### src/i2cm_pkg.sv
// Package for the I2C master bit engine.
// Holds the phase and command encodings, register indexes and reset values.
// No dependencies.
`timescale 1ns / 1ps

package i2cm_pkg;

  localparam logic [3:0] RECOVERY_PULSES = 4'd9;

  localparam logic [7:0] HALF_PERIOD_RESET = 8'd11;
  localparam logic [7:0] ACK_WAIT_RESET    = 8'd250;
  localparam logic [3:0] RECOVERY_RESET    = 4'd5;

  localparam logic [3:0] BITS_PER_BYTE = 4'd8;

  typedef enum logic [1:0] {
    CFG_HALF_PERIOD = 2'd0,
    CFG_ACK_WAIT    = 2'd1,
    CFG_RECOVERY    = 2'd2,
    CFG_UNUSED      = 2'd3
  } cfg_idx_e;

  typedef enum logic [2:0] {
    CMD_NONE      = 3'd0,
    CMD_START     = 3'd1,
    CMD_WRITE     = 3'd2,
    CMD_READ_ACK  = 3'd3,
    CMD_READ_NACK = 3'd4,
    CMD_STOP      = 3'd5
  } cmd_e;

  typedef enum logic [1:0] {
    ST_OK      = 2'd0,
    ST_NO_ACK  = 2'd1,
    ST_STUCK   = 2'd2
  } status_e;

  typedef enum logic [4:0] {
    P_IDLE     = 5'd0,
    P_CHK      = 5'd1,
    P_REC_LO   = 5'd2,
    P_REC_HI   = 5'd3,
    P_ST_A     = 5'd4,
    P_ST_B     = 5'd5,
    P_ST_C     = 5'd6,
    P_WR_LO    = 5'd7,
    P_WR_HI    = 5'd8,
    P_WR_END   = 5'd9,
    P_ACK_SET  = 5'd10,
    P_ACK_POLL = 5'd11,
    P_RD_LO    = 5'd12,
    P_RD_HI    = 5'd13,
    P_RA_LO    = 5'd14,
    P_RA_HI    = 5'd15,
    P_RA_END   = 5'd16,
    P_SP_A     = 5'd17,
    P_SP_B     = 5'd18,
    P_SP_C     = 5'd19
  } phase_e;

endpackage

### src/i2c_master_bit_engine.sv
// Top level of the I2C master bit engine: bus sequencer and result register.
// Depends on i2cm_pkg.
`timescale 1ns / 1ps

// Each input item is one timing tick and yields exactly one result item. The
// engine takes one tick per clock unless stalled: the sequencer state advances
// in the cycle an item is accepted, and its result is shown in the output
// register on the next cycle. The input is stalled only while a result is
// held in that register and the output side stalls it. Configuration writes
// are always ready and should only be issued while no command is in progress.
module i2c_master_bit_engine import i2cm_pkg::*; (
  input  logic       clk_i,
  input  logic       rst_ni,
  input  logic       in_valid_i,
  output logic       in_stall_o,
  input  logic [2:0] command_i,
  input  logic [7:0] data_byte_i,
  input  logic       scl_level_i,
  input  logic       sda_level_i,
  output logic       out_valid_o,
  input  logic       out_stall_i,
  output logic       scl_release_o,
  output logic       sda_release_o,
  output logic       busy_res_o,
  output logic       done_res_o,
  output logic [7:0] rx_byte_o,
  output logic [1:0] status_o,
  input  logic       cfg_valid_i,
  output logic       cfg_ready_o,
  input  logic [1:0] cfg_index_i,
  input  logic [7:0] cfg_data_i
);

  logic [7:0] half_period_q, ack_wait_q;
  logic [3:0] rec_rounds_q;

  phase_e     phase_q, phase_d;
  logic [7:0] hold_q, hold_d;
  logic [3:0] bit_cnt_q, bit_cnt_d;
  logic [7:0] shift_q, shift_d;
  logic [3:0] pulse_q, pulse_d;
  logic [3:0] round_q, round_d;
  logic [7:0] ack_cnt_q, ack_cnt_d;
  logic       send_ack_q, send_ack_d;
  logic       scl_drv_q, scl_drv_d;
  logic       sda_drv_q, sda_drv_d;
  logic [1:0] status_q, status_d;
  logic [7:0] rx_q, rx_d;
  logic       done_q, done_d;
  logic       out_valid_q;

  logic       accept;
  logic [7:0] hold_lim, ack_lim, hold_inc, ack_inc;
  logic [3:0] rounds_lim, pulse_inc, round_inc, bit_inc;
  logic       held;

  assign in_stall_o  = out_valid_q & out_stall_i;
  assign accept      = in_valid_i & ~in_stall_o;
  assign cfg_ready_o = 1'b1;

  assign hold_lim   = (half_period_q == 8'd0) ? 8'd1 : half_period_q;
  assign ack_lim    = (ack_wait_q == 8'd0) ? 8'd1 : ack_wait_q;
  assign rounds_lim = (rec_rounds_q == 4'd0) ? 4'd1 : rec_rounds_q;
  assign hold_inc   = (hold_q == 8'hFF) ? hold_q : hold_q + 8'd1;
  assign ack_inc    = (ack_cnt_q == 8'hFF) ? ack_cnt_q : ack_cnt_q + 8'd1;
  assign held       = (hold_inc >= hold_lim);
  assign pulse_inc  = pulse_q + 4'd1;
  assign round_inc  = round_q + 4'd1;
  assign bit_inc    = bit_cnt_q + 4'd1;

  always_comb begin
    phase_d    = phase_q;
    hold_d     = hold_q;
    bit_cnt_d  = bit_cnt_q;
    shift_d    = shift_q;
    pulse_d    = pulse_q;
    round_d    = round_q;
    ack_cnt_d  = ack_cnt_q;
    send_ack_d = send_ack_q;
    scl_drv_d  = scl_drv_q;
    sda_drv_d  = sda_drv_q;
    status_d   = status_q;
    rx_d       = rx_q;
    done_d     = 1'b0;

    if (phase_q == P_IDLE) begin
      case (command_i)
        CMD_START: begin
          shift_d   = data_byte_i;
          round_d   = 4'd0;
          pulse_d   = 4'd0;
          scl_drv_d = 1'b1;
          sda_drv_d = 1'b1;
          phase_d   = P_CHK;
          hold_d    = 8'd0;
        end
        CMD_WRITE: begin
          shift_d   = data_byte_i;
          bit_cnt_d = 4'd0;
          scl_drv_d = 1'b0;
          sda_drv_d = data_byte_i[7];
          phase_d   = P_WR_LO;
          hold_d    = 8'd0;
        end
        CMD_READ_ACK, CMD_READ_NACK: begin
          send_ack_d = (command_i == CMD_READ_ACK);
          shift_d    = 8'd0;
          bit_cnt_d  = 4'd0;
          scl_drv_d  = 1'b0;
          sda_drv_d  = 1'b1;
          phase_d    = P_RD_LO;
          hold_d     = 8'd0;
        end
        CMD_STOP: begin
          status_d  = ST_OK;
          scl_drv_d = 1'b0;
          sda_drv_d = 1'b0;
          phase_d   = P_SP_A;
          hold_d    = 8'd0;
        end
        default: begin
        end
      endcase
    end else begin
      if (phase_q != P_ACK_POLL) begin
        hold_d = held ? 8'd0 : hold_inc;
      end
      case (phase_q)
        P_CHK: begin
          if (held) begin
            if (scl_level_i && sda_level_i) begin
              phase_d = P_ST_A;
            end else begin
              pulse_d   = 4'd0;
              scl_drv_d = 1'b0;
              sda_drv_d = 1'b1;
              phase_d   = P_REC_LO;
            end
          end
        end
        P_REC_LO: begin
          if (held) begin
            scl_drv_d = 1'b1;
            sda_drv_d = 1'b1;
            phase_d   = P_REC_HI;
          end
        end
        P_REC_HI: begin
          if (held) begin
            if (pulse_inc < RECOVERY_PULSES) begin
              pulse_d   = pulse_inc;
              scl_drv_d = 1'b0;
              sda_drv_d = 1'b1;
              phase_d   = P_REC_LO;
            end else begin
              pulse_d = 4'd0;
              round_d = round_inc;
              if (round_inc >= rounds_lim) begin
                status_d = ST_STUCK;
                done_d   = 1'b1;
                phase_d  = P_IDLE;
              end else begin
                phase_d = P_CHK;
              end
            end
          end
        end
        P_ST_A: begin
          if (held) begin
            scl_drv_d = 1'b1;
            sda_drv_d = 1'b0;
            phase_d   = P_ST_B;
          end
        end
        P_ST_B: begin
          if (held) begin
            scl_drv_d = 1'b0;
            sda_drv_d = 1'b0;
            phase_d   = P_ST_C;
          end
        end
        P_ST_C: begin
          if (held) begin
            bit_cnt_d = 4'd0;
            scl_drv_d = 1'b0;
            sda_drv_d = shift_q[7];
            phase_d   = P_WR_LO;
          end
        end
        P_WR_LO: begin
          if (held) begin
            scl_drv_d = 1'b1;
            phase_d   = P_WR_HI;
          end
        end
        P_WR_HI: begin
          if (held) begin
            scl_drv_d = 1'b0;
            phase_d   = P_WR_END;
          end
        end
        P_WR_END: begin
          if (held) begin
            bit_cnt_d = bit_inc;
            shift_d   = {shift_q[6:0], 1'b0};
            scl_drv_d = 1'b0;
            if (bit_inc < BITS_PER_BYTE) begin
              sda_drv_d = shift_q[6];
              phase_d   = P_WR_LO;
            end else begin
              sda_drv_d = 1'b1;
              phase_d   = P_ACK_SET;
            end
          end
        end
        P_ACK_SET: begin
          if (held) begin
            scl_drv_d = 1'b1;
            sda_drv_d = 1'b1;
            ack_cnt_d = 8'd0;
            phase_d   = P_ACK_POLL;
          end
        end
        P_ACK_POLL: begin
          if (!sda_level_i) begin
            scl_drv_d = 1'b0;
            sda_drv_d = 1'b1;
            status_d  = ST_OK;
            done_d    = 1'b1;
            phase_d   = P_IDLE;
            hold_d    = 8'd0;
          end else begin
            ack_cnt_d = ack_inc;
            if (ack_inc >= ack_lim) begin
              status_d  = ST_NO_ACK;
              scl_drv_d = 1'b0;
              sda_drv_d = 1'b0;
              phase_d   = P_SP_A;
              hold_d    = 8'd0;
            end
          end
        end
        P_RD_LO: begin
          if (held) begin
            scl_drv_d = 1'b1;
            sda_drv_d = 1'b1;
            phase_d   = P_RD_HI;
          end
        end
        P_RD_HI: begin
          if (held) begin
            shift_d   = {shift_q[6:0], sda_level_i};
            bit_cnt_d = bit_inc;
            scl_drv_d = 1'b0;
            if (bit_inc < BITS_PER_BYTE) begin
              sda_drv_d = 1'b1;
              phase_d   = P_RD_LO;
            end else begin
              sda_drv_d = ~send_ack_q;
              phase_d   = P_RA_LO;
            end
          end
        end
        P_RA_LO: begin
          if (held) begin
            scl_drv_d = 1'b1;
            phase_d   = P_RA_HI;
          end
        end
        P_RA_HI: begin
          if (held) begin
            scl_drv_d = 1'b0;
            phase_d   = P_RA_END;
          end
        end
        P_RA_END: begin
          if (held) begin
            scl_drv_d = 1'b0;
            sda_drv_d = 1'b1;
            rx_d      = shift_q;
            status_d  = ST_OK;
            done_d    = 1'b1;
            phase_d   = P_IDLE;
          end
        end
        P_SP_A: begin
          if (held) begin
            scl_drv_d = 1'b1;
            sda_drv_d = 1'b0;
            phase_d   = P_SP_B;
          end
        end
        P_SP_B: begin
          if (held) begin
            scl_drv_d = 1'b1;
            sda_drv_d = 1'b1;
            phase_d   = P_SP_C;
          end
        end
        P_SP_C: begin
          if (held) begin
            done_d  = 1'b1;
            phase_d = P_IDLE;
          end
        end
        default: begin
          phase_d = P_IDLE;
          hold_d  = 8'd0;
        end
      endcase
    end
  end

  always_ff @(posedge clk_i or negedge rst_ni) begin
    if (!rst_ni) begin
      half_period_q <= HALF_PERIOD_RESET;
      ack_wait_q    <= ACK_WAIT_RESET;
      rec_rounds_q  <= RECOVERY_RESET;
    end else if (cfg_valid_i) begin
      case (cfg_index_i)
        CFG_HALF_PERIOD: half_period_q <= cfg_data_i;
        CFG_ACK_WAIT:    ack_wait_q    <= cfg_data_i;
        CFG_RECOVERY:    rec_rounds_q  <= cfg_data_i[3:0];
        default: begin
        end
      endcase
    end
  end

  always_ff @(posedge clk_i or negedge rst_ni) begin
    if (!rst_ni) begin
      phase_q    <= P_IDLE;
      hold_q     <= 8'd0;
      bit_cnt_q  <= 4'd0;
      shift_q    <= 8'd0;
      pulse_q    <= 4'd0;
      round_q    <= 4'd0;
      ack_cnt_q  <= 8'd0;
      send_ack_q <= 1'b0;
      scl_drv_q  <= 1'b1;
      sda_drv_q  <= 1'b1;
      status_q   <= ST_OK;
      rx_q       <= 8'd0;
      done_q     <= 1'b0;
    end else if (accept) begin
      phase_q    <= phase_d;
      hold_q     <= hold_d;
      bit_cnt_q  <= bit_cnt_d;
      shift_q    <= shift_d;
      pulse_q    <= pulse_d;
      round_q    <= round_d;
      ack_cnt_q  <= ack_cnt_d;
      send_ack_q <= send_ack_d;
      scl_drv_q  <= scl_drv_d;
      sda_drv_q  <= sda_drv_d;
      status_q   <= status_d;
      rx_q       <= rx_d;
      done_q     <= done_d;
    end
  end

  always_ff @(posedge clk_i or negedge rst_ni) begin
    if (!rst_ni) begin
      out_valid_q <= 1'b0;
    end else if (!in_stall_o) begin
      out_valid_q <= in_valid_i;
    end
  end

  assign out_valid_o   = out_valid_q;
  assign scl_release_o = scl_drv_q;
  assign sda_release_o = sda_drv_q;
  assign busy_res_o    = (phase_q != P_IDLE);
  assign done_res_o    = done_q;
  assign rx_byte_o     = rx_q;
  assign status_o      = status_q;

endmodule
### config.mk
export PLATFORM = sky130hd
export DESIGN_NAME = i2c_master_bit_engine
export DESIGN_NICKNAME = d
export VERILOG_FILES = /design/src/i2cm_pkg.sv /design/src/i2c_master_bit_engine.sv
export SDC_FILE = /design/constraint.sdc
export NUM_CORES = 1
export LEC_CHECK = 0
export ABC_CLOCK_PERIOD_IN_PS = 3700
export BUFFER_PORTS_ARGS = -buffer_cell sky130_fd_sc_hd__clkbuf_2
export CAP_MARGIN = 20
export CORE_UTILIZATION = 60
export DETAILED_ROUTE_END_ITERATION = 7
export PLACE_DENSITY = 0.8
export RECOVER_POWER = 25
export SLEW_MARGIN = 20
export SYNTH_ARGS = -nofsm -noshare
export SYNTH_HDL_FRONTEND = slang
export SYNTH_SLANG_ARGS = --single-unit
### constraint.sdc
create_clock -name clk_i -period 3.7 [get_ports clk_i]
set_input_delay 0.185 -clock clk_i [delete_from_list [all_inputs] [get_ports clk_i]]
set_output_delay 0.185 -clock clk_i [all_outputs]
set_load 0.005 [all_outputs]
# Yosys cells after proc, flatten, opt, wreduce, memory -nomap -nowiden
# Cells that the tools add are included.
dict set report totals {
  ff_bits 76
  in_bits 28
  wordCells 247
}
dict set report op_classes {
  add_sub_neg 5
  magnitude_cmp 5
  n_eq_ne 68
  muxes 103
  bitwise 5
  reduce_logical 44
}
# cell count
set op_table {}
lappend op_table {{$mux W8} 15}
lappend op_table {{$mux W5} 20}
lappend op_table {{$pmux W5 S18} 1}
lappend op_table {{$mux W4} 16}
lappend op_table {{$pmux W8 S2} 4}
lappend op_table {{$ne A3 B3 Y1 const B} 21}
lappend op_table {{$eq A5 B4 Y1 const B} 8}
lappend op_table {{$mux W1} 27}
lappend op_table {{$eq A5 B3 Y1 const B} 4}
lappend op_table {{$eq A5 B5 Y1 const B} 4}
lappend op_table {{$mux W2} 10}
lappend op_table {{$pmux W5 S4} 1}
lappend op_table {{$reduce_and A20 Y1} 1}
lappend op_table {{$reduce_and A5 Y1} 4}
lappend op_table {{$ne A3 B1 Y1 const B} 6}
lappend op_table {{$reduce_or A18 Y1} 1}
lappend op_table {{$add A8 B1 Y8 const B} 2}
lappend op_table {{$eq A8 B8 Y1 const B} 2}
lappend op_table {{$ge A8 B8 Y1} 2}
lappend op_table {{$logic_not A8 Y1} 2}
lappend op_table {{$pmux W4 S2} 2}
lappend op_table {{$reduce_and A13 Y1} 1}
lappend op_table {{$add A4 B1 Y4 const B} 3}
lappend op_table {{$eq A5 B2 Y1 const B} 2}
lappend op_table {{45 further kinds} 71}

# Logic depth before layout (Yosys ltp)
dict set report depth {
  depth_word 9
  depth_mapped 15
  ltp_nobuf 13
}

# Worst setup path after synthesis
# OpenSTA, ideal clock, no wires.
dict set report synth_timing {
  kind {reg-to-reg}
  start {register hold_q[0]}
  end {register phase_q[0]}
  setup_ns 0.125
  t_arrival_ns 3.020
  path_slack_ns 0.555
  stages_incl_launch_ff 14
  n_path_buf 2
  synth_period_minus_slack_ns 3.145
  path_cell_list {dfrtp_1 > ha_1 > and2_1 > clkbuf_1 > or4_1 > o21a_1 > ha_1 > a211oi_1 > o21a_1 > nor2_1 > buf_6 > nor2_1 > nor2_4 > mux2_4}
}
dict set report synth_between {
  elab_chain_cells 5
}
# item line
set synth_rtl {}
lappend synth_rtl {{start: declaration} i2c_master_bit_engine.sv:38} ;# logic [7:0] hold_q, hold_d;
lappend synth_rtl {{start signal: assignment} i2c_master_bit_engine.sv:347} ;# hold_q <= hold_d;
lappend synth_rtl {{$add A8 B1 Y8 or $eq A8 B8 Y1 (tied branches)} i2c_master_bit_engine.sv:64} ;# assign hold_inc = (hold_q == 8'hFF) ? hold_q : hold_q + 8'd1;
lappend synth_rtl {{$mux W8 (*)} i2c_master_bit_engine.sv:64}
lappend synth_rtl {{$ge A8 B8 Y1 (*)} i2c_master_bit_engine.sv:66} ;# assign held = (hold_inc >= hold_lim);
lappend synth_rtl {{$ne A3 B3 Y1 (no line) or $ne A3 B1 Y1 (tied branches)} n/a}
lappend synth_rtl {{$reduce_and A20 Y1 (no line) (*)} n/a}
lappend synth_rtl {{end signal: assignment} i2c_master_bit_engine.sv:346} ;# phase_q <= phase_d;
lappend synth_rtl {{end: declaration} i2c_master_bit_engine.sv:37} ;# phase_e phase_q, phase_d;
# Mark *: on every way between the ends. The rest lies on a longest branch, timed or not.
# A chain may end at the register's enable or synchronous reset.

# Worst setup path after layout
dict set report layout_timing {
  start {register ack_cnt_q[0]}
  end {register phase_q[1]}
}
dict set report layout_between {
  elab_chain_cells 5
}
# item line
set layout_rtl {}
lappend layout_rtl {{start: declaration} i2c_master_bit_engine.sv:43} ;# logic [7:0] ack_cnt_q, ack_cnt_d;
lappend layout_rtl {{start signal: assignment} i2c_master_bit_engine.sv:352} ;# ack_cnt_q <= ack_cnt_d;
lappend layout_rtl {{$add A8 B1 Y8 or $eq A8 B8 Y1 (tied branches)} i2c_master_bit_engine.sv:65} ;# assign ack_inc = (ack_cnt_q == 8'hFF) ? ack_cnt_q : ack_cnt_q + 8'd1;
lappend layout_rtl {{$mux W8 (*)} i2c_master_bit_engine.sv:65}
lappend layout_rtl {{$ge A8 B8 Y1 (*)} i2c_master_bit_engine.sv:234} ;# if (ack_inc >= ack_lim) begin
lappend layout_rtl {{$ne A4 B4 Y1 (no line) (*)} n/a}
lappend layout_rtl {{$reduce_and A20 Y1 (no line) (*)} n/a}
# Marks and branches as above.

==> results.md <==
* Top cells by area, synth: dfrtp_1 (31%), mux2_2 (7.1%), dfstp_2 (6.7%), ha_1 (6.4%), nand2_1 (4.0%)
* Cts-stage hold buffer count at 0
* Area leader, netlist: dfrtp_1
* Grt total ovfl at 0
* Violated checks: max-capacitance violations, max-slew violations
* Max Fclk at 289 MHz
* CTS buffer count at 9
* H-tree depth at 3
* Post-synthesis async set-or-reset flop share at 1.00
* Post-synth EDFFs at 0
* Slew Viols, Final at 77
* Final TNS setup at 0 ps
* Startpoint types: flip-flop
* Synth warn at 0
* HP Class: input pin to flip-flop
* Final worst slack at 244 ps
* Register area share after synthesis at 0.377
* Max cap viols at 1
* First-pass GRT wire length at 19600 µm
* Tot Pwr at 3.60 mW
* CP Cell Sequence: ha_1 -> and3_1 -> nand3_1 -> nand4_1 -> xnor2_1 -> ha_1 -> a21o_1 -> a21o_1 -> a211oi_2 -> o21ai_1 -> nand2b_1 -> nor2_4 -> mux2_4
* Pleak at 2.55 nW
* Vias at 4346
* FP Rows at 33
* Core area at 0.00822 mm²
* Number of global-route vias before repair at 4126
* I/O pin cnt at 45
* Vias per inst at 6.30
* Synth cell count leaders: dfrtp_1 (63), nand2_1 (54), a21oi_1 (35)
* DRC at 0
* Period utilisation layout at 0.934
* Clock skew at 15.1 ps
* 1st-pass router iterations at 5
* Unrepaired setup endpoints after global routing: no
* Initial DRC count at 533
* Period minus WS final at 3460 ps
* Netlist cell types at 74
* Die W at 94.1 µm
* Status: complete, but fails checks
* Post-CTS sizing at 0
* Setup WS pre-CTS at 288 ps
* #FFs+latches synth at 76
* Worst path arrival time at 3700 ps
* IO Port Bufs at 43
* Initial antenna violation count at 0
* Crit path largest cell delay at 440 ps
* P&R area growth vs syn at 9.07%
* Worst Path Max Fanout at 8
* Cells after synthesis at 548
* Critical path class: flip-flop to flip-flop
* Setup repair bufs after CTS at 0
* Final nets at 634
* All-Layer GR Usage at 0.288
* Global placement routability congestion at 0.950
* Share of the synthesized area in the top cell type at 0.310
* Clk buf depth at 2
* CTS tree: yes
* Worst VDD drop at 0.362 mV
* Required @ worst endpoint at 3950 ps
* Largest net degree at the start of global routing at 77
* Worst-path clk slew at 80 ps
* Final Hold Viols at 0
* Wire length per cell at 17.0 µm
* Primary FF master, synth: dfrtp_1
* Top-count cell post-synth: dfrtp_1
* Fill cells at 637
* # diodes at 0
* Post-synth net total at 602
* Setup crit end kind: flip-flop
* Worst skew pair latency at 360 ps
* Layout cell share with drive strength beyond 1 at 0.227
* Root buf cell: clkbuf_8
* Die Y at 94.1 µm
* CTS sink cnt at 76
* Detailed Place HPWL at 8560 µm
* Starting density of the core at 0.619
* Slowest stage cell, crit path: dfrtp_1
* Final setup fails at 0
* Pwr dens at 649 mW/mm²
* Avg Inst Size Synth at 9.29 µm²
* Worst-margin pin slew at 1840 ps
* Syn Std Cell Area at 0.00509 mm²
* ANT nets after route at 0
* Routed wire length at 11700 µm
* Max_slew headroom at -0.227
* Die area at 0.00886 mm²
-- area by class of cell --
cell class / count / area, µm² / area share
clock inverter: 6 / 86.3 / 0.0156
sequential: 76 / 1920 / 0.346
clock buffer: 10 / 128 / 0.0230
tap: 105 / 131 / 0.0237
inverter: 31 / 119 / 0.0214
timing repair buffer: 49 / 260 / 0.0469
multi-input combinational: 413 / 2910 / 0.524
-- registers in the layout (all words and copies together) (netlist names) --
name and flops:
shift_q 8, rec_rounds_q 4, ack_cnt_q 8, out_valid_o 1, status_o 2, bit_cnt_q 4
ack_wait_q 8, pulse_q 4, round_q 4, scl_release_o 1, rx_byte_o 8, send_ack_q 1
sda_release_o 1, half_period_q 8, phase_q 5, done_res_o 1, hold_q 8
-- power by group --
| part | internal [mW] | switching, mW | leakage (nW) |
|---|---|---|---|
| clock network | 0.380 | 0.319 | 0.107 |
| logic | 0.690 | 0.937 | 1.50 |
| registers | 1.03 | 0.253 | 0.950 |
| total | 2.10 | 1.51 | 2.55 |
-- kinds of logic after synthesis --
group / share of synthesized area
fa+ha+maj: 0.0639
other cells: 0.000737
flops: 0.377
compound gates: 0.199
simple gates: 0.187
mux: 0.0998
buf+inv: 0.0516
xor+xnor: 0.0206
-- placed cells by master (no fill, tap or decap), types with 7 or more instances in the layout --
cell type	instances
dfrtp_1	63
nand2_1	54
clkbuf_2	43
a21oi_1	35
nor2_1	33
mux2_2	32
inv_1	29
o21ai_0	26
ha_1	26
nand3_1	19
a22o_1	16
nor3_1	15
dfstp_2	13
a31oi_1	11
clkbuf_8	9
xnor2_1	8
o21a_1	8
mux2i_1	8
nand2b_1	8
and3_1	7
-- path summary, 6_finish.rpt --
check | startpoint | to | slack (ps) | depth (start not counted)
worst min register to register | status_o[1] | status_o[1] | 510 | 1
min in group asynchronous | rst_ni | ack_cnt_q[3] | 320 | 1
max in group asynchronous | rst_ni | shift_q[6] | 2290 | 1
worst max register to register | ack_cnt_q[0] | phase_q[1] | 240 | 13
worst max-delay path | ack_cnt_q[0] | phase_q[1] | 240 | 13
worst min-delay path | in_valid_i | out_valid_o | 40 | 2
-- metrics by stage --
step	utilization	cells	hold WS (ps)	area (µm²)
floorplan	-	548	-111	5090
global placement	0.650	674	388	5340
detailed placement	0.650	674	394	5340
CTS	0.676	690	3.88	5550
global route	0.676	690	41.7	5550
finish	0.676	690	43.1	5550
-- worst max-delay path: cells and delay by family (launching register included) --
kind / cells / cell delay (ps)
muxes: 1 / 320
AOI/OAI and AO/OA: 4 / 730
adders and majority gates: 2 / 540
and+or+nand+nor: 5 / 1100
DFF: 1 / 440
xor gates and xnor gates: 1 / 220
-- per-layer routing --
layer,track usage,vias to the layer above,wire length [µm],part of all wire
met5,0,-,0,0
met4,0.0974,0,268,0.023
met3,0.0736,24,780,0.066
met2,0.452,172,5570,0.47
met1,0.386,2097,5130,0.44
li1,-,2053,-,-
Power figures use the tool's default switching activity.
